[src/sv/rwle_pkg.sv]
// ----------------------------------------------------------------------------
// rwle_pkg
// Shared types and constants of the register write log encoder.
// ----------------------------------------------------------------------------
package rwle_pkg;

  localparam int unsigned IN_TDATA_W = 40;
  localparam int unsigned Q_DEPTH    = 9;
  localparam int unsigned APP_BYTES  = 6;

  localparam logic [1:0] CMD_TICK  = 2'd0;
  localparam logic [1:0] CMD_WRITE = 2'd1;
  localparam logic [1:0] CMD_END   = 2'd2;

  localparam logic [7:0] BYTE_WAIT1   = 8'hF1;
  localparam logic [7:0] BYTE_WAIT8   = 8'hF2;
  localparam logic [7:0] BYTE_WAIT16  = 8'hF3;
  localparam logic [7:0] BYTE_END     = 8'hFF;
  localparam logic [7:0] BYTE_LOW_CMD = 8'hF0;

  localparam logic [9:0]  ADDR_SAMPLE  = 10'h200;
  localparam logic [9:0]  ADDR_MID     = 10'h0A0;
  localparam logic [3:0]  LO_DROP_LOW  = 4'd10;
  localparam logic [3:0]  LO_DROP_MID0 = 4'd0;
  localparam logic [3:0]  LO_DROP_MID2 = 4'd2;
  localparam logic [3:0]  LO_DROP_MID4 = 4'd4;
  localparam logic [3:0]  LO_BYTE_ONE  = 4'd8;
  localparam logic [3:0]  BOOK_HIT     = 4'h2;
  localparam logic [3:0]  BOOK_LIT     = 4'h0;
  localparam logic [15:0] WAIT_SAT     = 16'd32768;

  typedef enum logic [1:0] {
    ST_IDLE,
    ST_DECODE,
    ST_SEARCH,
    ST_EMIT
  } state_t;

  typedef enum logic {
    B_IDLE,
    B_SCAN
  } book_state_t;

  typedef struct packed {
    logic       done;
    logic       found;
    logic [7:0] index;
  } book_res_t;

  typedef struct packed {
    logic                   en;
    logic [2:0]             n;
    logic [8*APP_BYTES-1:0] data;
  } q_app_t;

endpackage

[src/sv/rwle_queue.sv]
// ----------------------------------------------------------------------------
// rwle_queue
// Byte list of one item and the output register of the master side.
// ----------------------------------------------------------------------------
module rwle_queue
  import rwle_pkg::*;
(
  input  logic       clk,
  input  logic       rst,
  input  q_app_t     app,
  input  logic       drain,
  output logic       empty,
  output logic       m_tvalid,
  input  logic       m_tready,
  output logic [7:0] m_tdata,  // out_byte
  output logic       m_tlast
);

  logic [7:0] q [Q_DEPTH];
  logic [3:0] cnt;
  logic       out_free;
  logic       pop;

  assign empty    = (cnt == '0);
  assign out_free = !m_tvalid || m_tready;
  assign pop      = drain && !empty && out_free;

  always_ff @(posedge clk) begin
    logic [3:0] off;
    if (pop) begin
      for (int k = 0; k < Q_DEPTH - 1; k++) begin
        q[k] <= q[k + 1];
      end
      m_tdata <= q[0];
      m_tlast <= (cnt == 4'd1);
    end else if (app.en) begin
      for (int k = 0; k < Q_DEPTH; k++) begin
        off = 4'(k) - cnt;
        if ((4'(k) >= cnt) && (off < {1'b0, app.n})) begin
          q[k] <= app.data[{off[2:0], 3'b000} +: 8];
        end
      end
    end
  end

  always_ff @(posedge clk) begin
    if (rst) begin
      cnt      <= '0;
      m_tvalid <= 1'b0;
    end else begin
      if (pop) begin
        cnt      <= cnt - 1'b1;
        m_tvalid <= 1'b1;
      end else begin
        if (m_tready) begin
          m_tvalid <= 1'b0;
        end
        if (app.en) begin
          cnt <= cnt + 4'(app.n);
        end
      end
    end
  end

endmodule

[config.mk]
export PLATFORM = sky130hd
export DESIGN_NAME = rwle_queue
export DESIGN_NICKNAME = d
export VERILOG_FILES = /design/src/sv/rwle_pkg.sv /design/src/sv/rwle_queue.sv
export SDC_FILE = /design/constraint.sdc
export NUM_CORES = 1
export LEC_CHECK = 0
export ABC_AREA = 1
export BUFFER_PORTS_ARGS = -buffer_cell sky130_fd_sc_hd__clkbuf_2
export CORE_MARGIN = 10
export CORE_UTILIZATION = 37
export DETAILED_ROUTE_END_ITERATION = 10
export PLACE_DENSITY = 0.54
export SYNTH_ARGS = -nofsm -noshare
export SYNTH_HDL_FRONTEND = slang
export SYNTH_SLANG_ARGS = --single-unit
[constraint.sdc]
create_clock -name clk -period 4 [get_ports clk]
set_clock_uncertainty 0.2 [all_clocks]
set_input_delay 0.4 -clock clk [delete_from_list [all_inputs] [get_ports clk]]
set_output_delay 0.4 -clock clk [all_outputs]
set_load 0.1 [all_outputs]
Word-level counts from Yosys, hierarchy flattened
Memories as Yosys holds them, arrays and structs flattened. A register that Yosys moved wholly into a read port is not among the register bits.
Cells that the tools add are included.
{"block": "word_totals", "ff_bits": 6, "wordCells": 122, "input_bits": 56, "ramBits": 72, "n_memories": 1}
{"block": "op_classes", "n_shift": 9, "n_addsub": 11, "reduce_logical": 18, "mux": 53, "order_cmp": 18, "eq_ne": 1, "bitwise_logic": 8}
{"memory": "q", "depth": 9, "word_bits": 8, "rd": 9, "rd_clocked_by_memory_dff": 1, "wr": 8, "line": "rwle_queue.sv:19", "source": "logic [7:0] q [Q_DEPTH];"}
{"cell": "48-bit by 7-bit indexed part select with 8-bit output", "count": 9}
{"cell": "8-bit 2-to-1 mux", "count": 9}
{"cell": "1-bit 2-to-1 mux", "count": 41}
{"cell": "4-bit by 3-bit less-than comparator with 1-bit output", "count": 9}
{"cell": "3-bit by 4-bit greater-or-equal comparator with 1-bit output, first input constant", "count": 4}
{"cell": "3-bit by 4-bit subtractor with 4-bit output, first input constant", "count": 4}
{"cell": "4-bit 2-to-1 mux", "count": 3}
{"cell": "1-bit logical AND", "count": 11}
{"cell": "1-bit by 4-bit greater-or-equal comparator with 1-bit output, first input constant", "count": 2}
{"cell": "2-bit by 4-bit greater-or-equal comparator with 1-bit output, first input constant", "count": 2}
{"cell": "1-bit OR", "count": 8}
{"cell": "8-bit OR reduction", "count": 1}
{"cell": "1-bit by 4-bit subtractor with 4-bit output, first input constant", "count": 2}
{"cell": "2-bit by 4-bit subtractor with 4-bit output, first input constant", "count": 2}
{"cell": "4-bit by 3-bit adder with 4-bit output", "count": 1}
{"cell": "4-bit by 1-bit equality test with 1-bit output, second input constant", "count": 1}
{"cell": "4-bit greater-or-equal comparator, first input constant", "count": 1}
{"cell": "4-bit logical NOT", "count": 1}
{"cell": "2-bit nonzero test", "count": 2}
{"cell": "4-bit by 1-bit subtractor with 4-bit output, second input constant", "count": 1}
{"cell": "4-bit subtractor, first input constant", "count": 1}
{"cell": "1-bit logical NOT", "count": 2}
{"cell": "1-bit logical OR", "count": 1}

Longest topological paths before layout
Gate-level depths: netlist (run 1).
{"block": "logic_depth", "word_depth": 9, "depth_mapped": 16, "ltp_nobuf": 12}

Least setup slack after synthesis (run 1)
No wires, ideal clock.
{"block": "synth_path", "kind": "register to register", "startpoint": "reg cnt[1]", "endpoint": "mem q[2][0], enable pin", "path_buffers": 4, "slack_ps": 192, "t_required_ps": 3416, "arrival_ps": 3224, "period_less_slack_ps": 3808, "path_stages_with_launch": 14, "path_cell_list": "dfxtp_1 > buf_2 > clkinv_1 > clkbuf_1 > ha_1 > clkbuf_1 > inv_1 > clkbuf_1 > ha_1 > nand2_1 > nand2_1 > nand2_1 > nand2_1 > o21ai_0"}
{"item": "from (decl)", "line": "rwle_queue.sv:20", "source": "logic [3:0] cnt;"}
{"item": "from (signal assigned)", "line": "rwle_queue.sv:52", "source": "cnt <= cnt - 1'b1;"}
{"item": "from (signal assigned)", "line": "rwle_queue.sv:59", "source": "cnt <= cnt + 4'(app.n);"}
{"item": "to (decl)", "line": "rwle_queue.sv:19"}

==> results.md, run 1 <==
* Global router's overall resource usage at 18.57%
* CTS buffer count at 9
* Via count at 5979
* Worst slew pin tran at 853.3 ps
* Most frequent cells in the layout: 384 x nand2_1, 203 x nand3_1, 81 x edfxtp_1, 65 x clkbuf_2, 40 x o21ai_0
* Post-route setup TNS at 0 ps
* Seq/Total Area, Yosys at 40.76%
* Synth Area in XOR/XNOR at 0.8055%
* Met2 usage at 26.35%
* Detailed Route WL at 20360 um
* Total Nets Final at 1011
* Busiest grt layer: met1
* Multiplexer share of the synthesized area at 0%
* Post-Synth Simple-Gate Area at 42.65%
* CTS tree: built
* Met3 Resource Use GR at 5.465%
* CTS Root Cell: clkbuf_16
* Leakage at 3.371 nW
* Number of buffers added on ports at 66
* Drt drc at 0
* Hold Crit Class: primary input to flip-flop
* CP max FO at 17
* Distinct cells, synth at 28
* Slew margin rel. at 42.84%
* Fillers at 1747
* Rows at 47
* WL per Instance at 17.73 um
* RSZ-0062 raised after global routing: false
* VDD IR max at 475.1 uV
* H-tree depth at 3
* Worst-Skew Late Latency at 350 ps
* CP Class: flip-flop to flip-flop
* Overall power at 7.327 mW
* Hold_sp: rst
* CP arrival at 3200 ps
* Sink Count at 86
* Commonest non-fill, non-tap cell in the layout: nand2_1
* Maximum clock path buffer count at 2
* RR Startpoint: cnt[1]$_SDFFE_PP0P_
* Fin crit period at 3380 ps
* Status: completed
* Area grow syn2layout at 13.57%
* Reg2reg path depth at 7
* Post-cts resize count at 0
* Initial antenna violation count at 1
* Largest net degree at the start of global routing at 60
* Slew Limit Fails at 0
* GP Congestion at 0.9198
* Ys Warns at 0
* Largest family of logic cells by synthesized area: simple AND/OR/NAND/NOR gates
* Req. time, crit path at 3820 ps
* Area of the multi-input gates at 3348 um2
* Sequential cell area at 2534 um2
* Initial drt markers at 531
* Hold-fix buffers, CTS at 0
* DR pass1 iterations at 6
* Mapped Avg Cell Area at 7.142 um2
* GR Util met1 at 26.55%
* Vias/cell at 5.208
* Total Die Area at 22380 um2
* Die Y at 149.6 um
* Startpoint type of the worst setup path: flip-flop
* Total global routing overflow at 0
* Vias in the first global route at 5605
* Ratio of cells with drive above 1 in the final layout at 11.97%
* Final Cycle Share at 84.49%
* Synth Area in Adders at 6.484%
* Synth Instances at 870
* Final-report hold violation count at 0
* Post-CTS setup buffers at 0
* ANT nets after route at 0
* Clk slew on worst S/H paths at 70 ps
* Core region area at 16520 um2
* Final setup fails at 0
* Number of max-cap violations at 0
* # IOs at 67
* Syn Std Cell Area at 6213 um2
* Critical Path End Type: flip-flop
* Fmax at 295.9 MHz
* Compound-Gate Fraction of Synth Area at 3.947%
* First-pass GRT wire length at 31980 um
* FF+latch count, synth at 86
* Die span in x at 149.6 um
* Initial Util at 37.60%
* Synth Net Count at 957
* DP HPWL at 16040 um
* Hold depth at 2
* Power density over cell area at 1038 nW/um2
* Worst Setup SP: cnt[1]$_SDFFE_PP0P_
sequential cells by signal, indices dropped and copies added, names as in the netlist:
name and flops:
q 72, m_tdata 8, cnt 4, m_tlast 1, m_tvalid 1
path summary, 6_finish.rpt:
check / to / slack (ps)
worst max-delay path: q[0][4]$_DFFE_PP_ / 620
worst min-delay path: m_tvalid$_SDFFE_PP0P_ / 40
worst max register to register: q[0][4]$_DFFE_PP_ / 620
worst min register to register: m_tdata[4]$_DFFE_PP_ / 220
synthesized netlist by cell type:
| cell | instances | area share, % |
|---|---|---|
| nand2_1 | 384 | 23 |
| nand3_1 | 203 | 16 |
| edfxtp_1 | 81 | 39 |
| o21ai_0 | 40 | 3.2 |
| inv_1 | 32 | 1.9 |
| ha_1 | 29 | 5.8 |
| nor2_1 | 19 | 1.1 |
| clkbuf_1 | 15 | 0.91 |
| buf_2 | 14 | 1.1 |
| a21oi_1 | 6 | 0.48 |
| buf_1 | 6 | 0.36 |
| buf_4 | 5 | 0.60 |
| dfxtp_1 | 5 | 1.6 |
| inv_2 | 4 | 0.24 |
| clkinv_1 | 3 | 0.18 |
| nand4_1 | 3 | 0.30 |
| nor2_2 | 3 | 0.30 |
| nor2_4 | 3 | 0.54 |
| nor3_1 | 3 | 0.24 |
| fa_1 | 2 | 0.64 |
| nand3_2 | 2 | 0.32 |
| nand3b_1 | 2 | 0.24 |
| a21boi_0 | 1 | 0.12 |
| o211ai_1 | 1 | 0.12 |
| xnor2_1 | 1 | 0.14 |
| xnor2_2 | 1 | 0.26 |
| xor2_1 | 1 | 0.14 |
| xor2_2 | 1 | 0.26 |
per-stage QoR:
step / worst slack (ps) / utilization, % / hold slack, ps / instances / instance area [um2]
floorplan: 192.3 / - / 200.3 / 870 / 6213
global placement: 667.3 / 41.01 / 200.5 / 1133 / 6777
detailed placement: 637.6 / 41.01 / 205.2 / 1133 / 6777
CTS: 598.4 / 42.69 / 34.35 / 1147 / 7054
global route: 404.1 / 42.69 / 62.35 / 1147 / 7054
finish: 620.5 / 42.70 / 35.03 / 1148 / 7057
cell families after synthesis:
group	after synthesis
compound gates	48
xor+xnor	4
fa+ha+maj	31
buf+inv	79
flops	86
simple gates	622
final cells by class:
cell class              count  area share, %
clock buffers               9          3.191
inverters                  39          2.074
flip-flops and latches     86          35.90
repair buffers             83          6.702
well taps                 220          3.901
clock inverters             5         0.7447
multi-input cells         705          47.45
diodes                      1        0.03546
worst max-delay path: stages, from the launching register on:
cell,delay (ps)
dfxtp_1,340
clkinv_1,80
ha_1,290
xnor2_2,690
ha_1,210
a21boi_0,560
nand3b_1,380
nand2_1,290
power by group:
part	internal, mW	switching, mW
clock network	0.474	0.345
logic	1.18	3.40
registers	1.77	0.168
layer usage:
layer	share of wire, %	up-vias
met3	10	13
met1	46	2687
li1	-	3020
met2	42	259
met5	0	-
met4	1.5	0
(Power assumes the default switching activity.)
==> inputs of run 2 (changes only) <==
Clock period 4 ns to 2.8 ns, I/O delays scaled along.
==> run 2 against run 1 <==
Net effect: core utilization grew 1.2 points; non-clock buffer count grew 11; hold slack gained 19 ps; first-iteration DRC count grew 4.1%; clock-buffer cell count grew 1; cell area grew 2.8%; register-to-register slack lost 410 ps; via count grew 1.7%; die area is the same; wire length grew 2.3%; sequential share of layout area shrank 0.90 points; critical path type unchanged.
==> results.md, run 2 (synthesis gave the netlist of run 1 again) <==
* Status: completed
* Endpoint of the lowest-slack register-to-register path: q[3][3]$_DFFE_PP_
* Rows at 47
* Clk slew on worst S/H paths at 70 ps
* Die Y at 149.6 um
* Final Cycle Share at 92.66%
* Via count at 6078
* Number of max-cap violations at 0
* DP HPWL at 16250 um
* Number of stages on the worst setup path at 10
* CP arrival at 2490 ps
* Startpoint type of the worst setup path: flip-flop
* Global router's overall resource usage at 18.75%
* Initial antenna violation count at 0
* Hold worst-path end: m_tvalid$_SDFFE_PP0P_
* Vias in the first global route at 5652
* DR pass1 iterations at 6
* Crit-path slowest cell: fa_1
* Reg with most FFs: q
* Fin crit period at 2594 ps
* ANT nets after route at 0
* Post-cts resize count at 0
* Final core occ at 43.89%
* RR Startpoint: cnt[0]$_SDFFE_PP0P_
* Largest registers: q (72), m_tdata (8), cnt (4)
* Initial Util at 37.60%
* Worst path bufs/invs at 3
* Post-route setup TNS at 0 ps
* Slew margin rel. at 56.92%
* Critical Path End Type: flip-flop
* CP Class: flip-flop to flip-flop
* Initial drt markers at 553
* CTS tree: built
* Largest net degree at the start of global routing at 48
* Maximum clock path buffer count at 2
* # IOs at 67
* Met3 Resource Use GR at 4.499%
* Die span in x at 149.6 um
* Fmax at 385.4 MHz
* GR Util met1 at 26.69%
* Max reg flops at 72
* Commonest non-fill, non-tap cell in the layout: nand2_1
* Final setup fails at 0
* Worst slew pin tran at 639.4 ps
* Core region area at 16520 um2
* Total Die Area at 22380 um2
* H-tree depth at 3
* Hold depth at 4
* Vias/cell at 5.240
* Total Nets Final at 1022
* Hold WS at 54.21 ps
* Worst reg2reg setup slack at 210 ps
* Hold_sp: m_tready
* Hold Crit Class: primary input to flip-flop
* Sink Count at 86
* Area grow syn2layout at 16.73%
* Fillers at 1719
* Crit-path cells: buf_4, ha_1, inv_1, fa_1, nand2_1, nand4_1, nor2_4, inv_2, nand2_1, nand2_1
* Most frequent cells in the layout: 380 x nand2_1, 203 x nand3_1, 81 x edfxtp_1, 65 x clkbuf_2, 37 x o21ai_0
* Reg2reg path depth at 10
* Req. time, crit path at 2690 ps
* Met2 usage at 27.99%
* Busiest grt layer: met2
* Total global routing overflow at 0
* CP max FO at 12
* GP Congestion at 0.8844
* Crit-path most repeated cell: nand2_1
* Final-report hold violation count at 0
* Detailed Route WL at 20830 um
* First-pass GRT wire length at 32530 um
* Antenna fix cells at 0
* Number of buffers added on ports at 66
* RSZ-0062 raised after global routing: false
* Largest delay share family, worst path: simple AND/OR/NAND/NOR gates
* Slew Limit Fails at 0
* Worst-Skew Late Latency at 340 ps
* CTS buffer count at 9
* Ratio of cells with drive above 1 in the final layout at 14.68%
* CTS Root Cell: clkbuf_16
* Drt drc at 0
* Crit-path max cell delay at 420 ps
* WL per Instance at 17.96 um
-- run 2: cell types whose count changed in the layout (fill, tap and decap cells not counted), moves of 2 or more --
cell	change
clkinv_1	-4
clkinv_4	+2
o21ai_4	+2
dfxtp_1	-2
nand2_2	+3
buf_4	+9
nand2_1	-4
inv_6	+2
o21ai_0	-3
-- run 2: worst register-to-register path, stage by stage (launching register included) --
cell and delay [ps]:
dfxtp_2 350, buf_4 230, ha_1 220, inv_1 80
fa_1 420, nand2_1 110, nand4_1 190, nor2_4 290
inv_2 140, nand2_1 80, nand2_1 50
-- run 2: per-stage QoR --
stage	area, um2	instances	worst slack [ps]
CTS	7253	1160	226.4
global placement	6945	1143	235.8
floorplan	6374	870	11.26
global route	7253	1160	23.96
detailed placement	6945	1143	245.0
finish	7253	1160	205.6
-- run 2: layer usage --
metal  wire (um)  up-vias  part of all wire (%)
met3        1940       15                   9.3
met2        9102      232                    44
met5           0        -                     0
met4         165        0                  0.79
met1        9619     2795                    46
li1            -     3036                     -
-- run 2: cell type report --
type                    count  area (um2)  share of cell area (%)
flip-flops and latches     86        2539                   35.00
clock buffers              10       229.0                   3.157
well taps                 220       275.3                   3.795
inverters                  39       157.7                   2.174
repair buffers             94       570.5                   7.866
multi-input cells         705        3413                   47.06
clock inverters             6       68.82                  0.9488
-- run 2: what timing repair did --
item	4_1_cts	5_1_grt
hold endpoints to repair	2	0
hold buffers	1	0
setup buffers	0	0
-- run 2: how the worst max path moves through the flow --
stage / start / slack [ps] / to
after global routing: cnt[2]$_SDFFE_PP0P_ / 20 / q[5][0]$_DFFE_PP_
final: cnt[0]$_SDFFE_PP0P_ / 210 / q[3][3]$_DFFE_PP_
after detailed placement: cnt[0]$_SDFFE_PP0P_ / 240 / q[3][3]$_DFFE_PP_
after CTS: cnt[0]$_SDFFE_PP0P_ / 230 / q[3][3]$_DFFE_PP_
after floorplan: cnt[1]$_SDFFE_PP0P_ / 10 / q[6][1]$_DFFE_PP_
after global placement: cnt[0]$_SDFFE_PP0P_ / 240 / q[3][4]$_DFFE_PP_
Power of run 2 is left out: the tool's default activity adds up to more than one toggle a clock period on the data nets, which glitch-free logic cannot reach.
==> inputs of run 3 (changes only) <==
Settings changed: BUFFER_PORTS_ARGS -buffer_cell sky130_fd_sc_hd__clkbuf_2 to -buffer_cell sky130_fd_sc_hd__buf_2.
==> run 3 against run 2 <==
Net effect: maximum frequency is 2.8% higher; core utilization is 0.12 points lower; worst setup slack better by 70 ps; wire length is 0.79% higher; non-clock buffer count is 1 lower; clock-buffer cell count stayed put; die area stayed put.
==> results.md, run 3 (synthesis gave the netlist of run 1 again) <==
* Status: completed
* Drt drc at 0
* Total Nets Final at 1021
* Fillers at 1696
* H-tree depth at 3
* CTS tree: built
* Final Cycle Share at 90.15%
* Slew margin rel. at 55.82%
* # IOs at 67
* Metal1 wirelength at 9891 um
* Most frequent cells in the layout: 380 x nand2_1, 203 x nand3_1, 81 x edfxtp_1, 66 x buf_2, 37 x o21ai_0
* Crit-path max cell delay at 420 ps
* Die Y at 149.6 um
* Hold Crit Class: primary input to flip-flop
* Fmax at 396.2 MHz
* Area grow syn2layout at 16.41%
* Clk slew on worst S/H paths at 70 ps
* Number of buffers added on ports at 66
* CP Class: flip-flop to flip-flop
* Sink Count at 86
* Req. time, crit path at 2820 ps
* Largest net degree at the start of global routing at 52
* Sequential cell area at 2539 um2
* Area of the multi-input gates at 3421 um2
* Rows at 47
* CP arrival at 2540 ps
* WL per Instance at 18.10 um
* DP HPWL at 16350 um
* Post-CTS setup buffers at 0
* Fin crit period at 2524 ps
* Initial Util at 37.60%
* Core region area at 16520 um2
* RSZ-0062 raised after global routing: false
* Final-report hold violation count at 0
* GP Congestion at 0.9252
* Max reg flops at 72
* Crit-path slowest cell: ha_1
* Ratio of cells with drive above 1 in the final layout at 14.38%
* Die span in x at 149.6 um
* ANT nets after route at 0
* Worst slew pin tran at 655.8 ps
* Top sig layer: met4
* Total global routing overflow at 0
* Global router's overall resource usage at 18.71%
* Slew Limit Fails at 0
* Total Die Area at 22380 um2
* CTS Root Cell: clkbuf_16
* Largest registers: q (72), m_tdata (8), cnt (4)
* Maximum clock path buffer count at 2
* Initial drt markers at 605
* DR pass1 iterations at 5
* CP max FO at 25
* First-pass GRT wire length at 32400 um
* Commonest non-fill, non-tap cell in the layout: nand2_1
* Critical Path End Type: flip-flop
* CTS buffer count at 9
* Post-route setup TNS at 0 ps
* Vias/cell at 5.198
* Detailed Route WL at 20990 um
* Crit-path most repeated cell: nand2_1
* Via count at 6030
* Met3 wire length at 1678 um
* Worst-Skew Late Latency at 350 ps
* Number of max-cap violations at 0
* Crit-path cells: clkinv_4, ha_1, clkinv_2, ha_1, nand2_1, o21ai_0, nor2_1, nand3_4, inv_2, nand2_1, nand2_1
* Startpoint type of the worst setup path: flip-flop
* Vias in the first global route at 5647
* Initial antenna violation count at 1
* Reg with most FFs: q
* Met2 routed WL at 9174 um
* Final setup fails at 0
## run 3: cell count changes in the layout (fill, tap and decap cells not counted)
cell and change:
clkinv_2 -1, nand3_2 -1, buf_12 -1, nand3_4 +1, diode_2 +1, clkinv_1 +2, buf_4 -1, clkbuf_2 -65
inv_6 -1, clkinvlp_4 +1, buf_2 +66, clkinv_4 -1
## run 3: critical path: cells and delay by family, from the launching register on
kind,cells,cell delay (ps)
fa+ha+maj,2,680
flops,1,360
buf+inv,3,440
simple gates,5,620
compound gates,1,70
## run 3: final cells by class
| cell class | instances | share of cell area [%] |
|---|---|---|
| inverter | 39 | 2.180 |
| tap | 220 | 3.806 |
| timing repair buffer | 93 | 7.577 |
| sequential | 86 | 35.10 |
| antenna | 1 | 0.03460 |
| multi-input combinational | 705 | 47.29 |
| clock inverter | 6 | 0.8476 |
| clock buffer | 10 | 3.166 |
## run 3: path summary, 6_finish.rpt
check / from / end / slack [ps] / depth (start not counted)
worst max-delay path: cnt[2]$_SDFFE_PP0P_ / q[5][1]$_DFFE_PP_ / 280 / 11
worst min-delay path: m_tready / m_tvalid$_SDFFE_PP0P_ / 50 / 4
worst max register to register: cnt[2]$_SDFFE_PP0P_ / q[5][1]$_DFFE_PP_ / 280 / 11
worst min register to register: q[0][4]$_DFFE_PP_ / m_tdata[4]$_DFFE_PP_ / 220 / 0
## run 3: stage by stage
step           std cells  utilization (%)  hold WS, ps  setup WS (ps)  instance area (um2)
2_1_floorplan        870                -        142.7          11.26                 6374
5_1_grt             1159            43.76        68.80          51.76                 7231
6_report            1160            43.77        52.03          275.8                 7233
3_5_place_dp        1142            41.89        205.6          263.4                 6923
4_1_cts             1159            43.71        41.50          244.0                 7223
3_3_place_gp        1142            41.89        200.8          303.4                 6923
## run 3: repair_timing
| action | 4_1_cts | 5_1_grt |
|---|---|---|
| endpoints found under the hold margin | 2 | 0 |
| endpoints found under the setup margin | 0 | 1 |
| gates resized for setup | 0 | 1 |
| hold buffers | 1 | 0 |
## run 3: metal layers
metal,global-route usage (%),vias up
met1,26.50,2746
met5,0,-
li1,-,3038
met2,28.19,230
met3,3.925,16
met4,4.956,0
Power of run 3 is left out for the same reason.
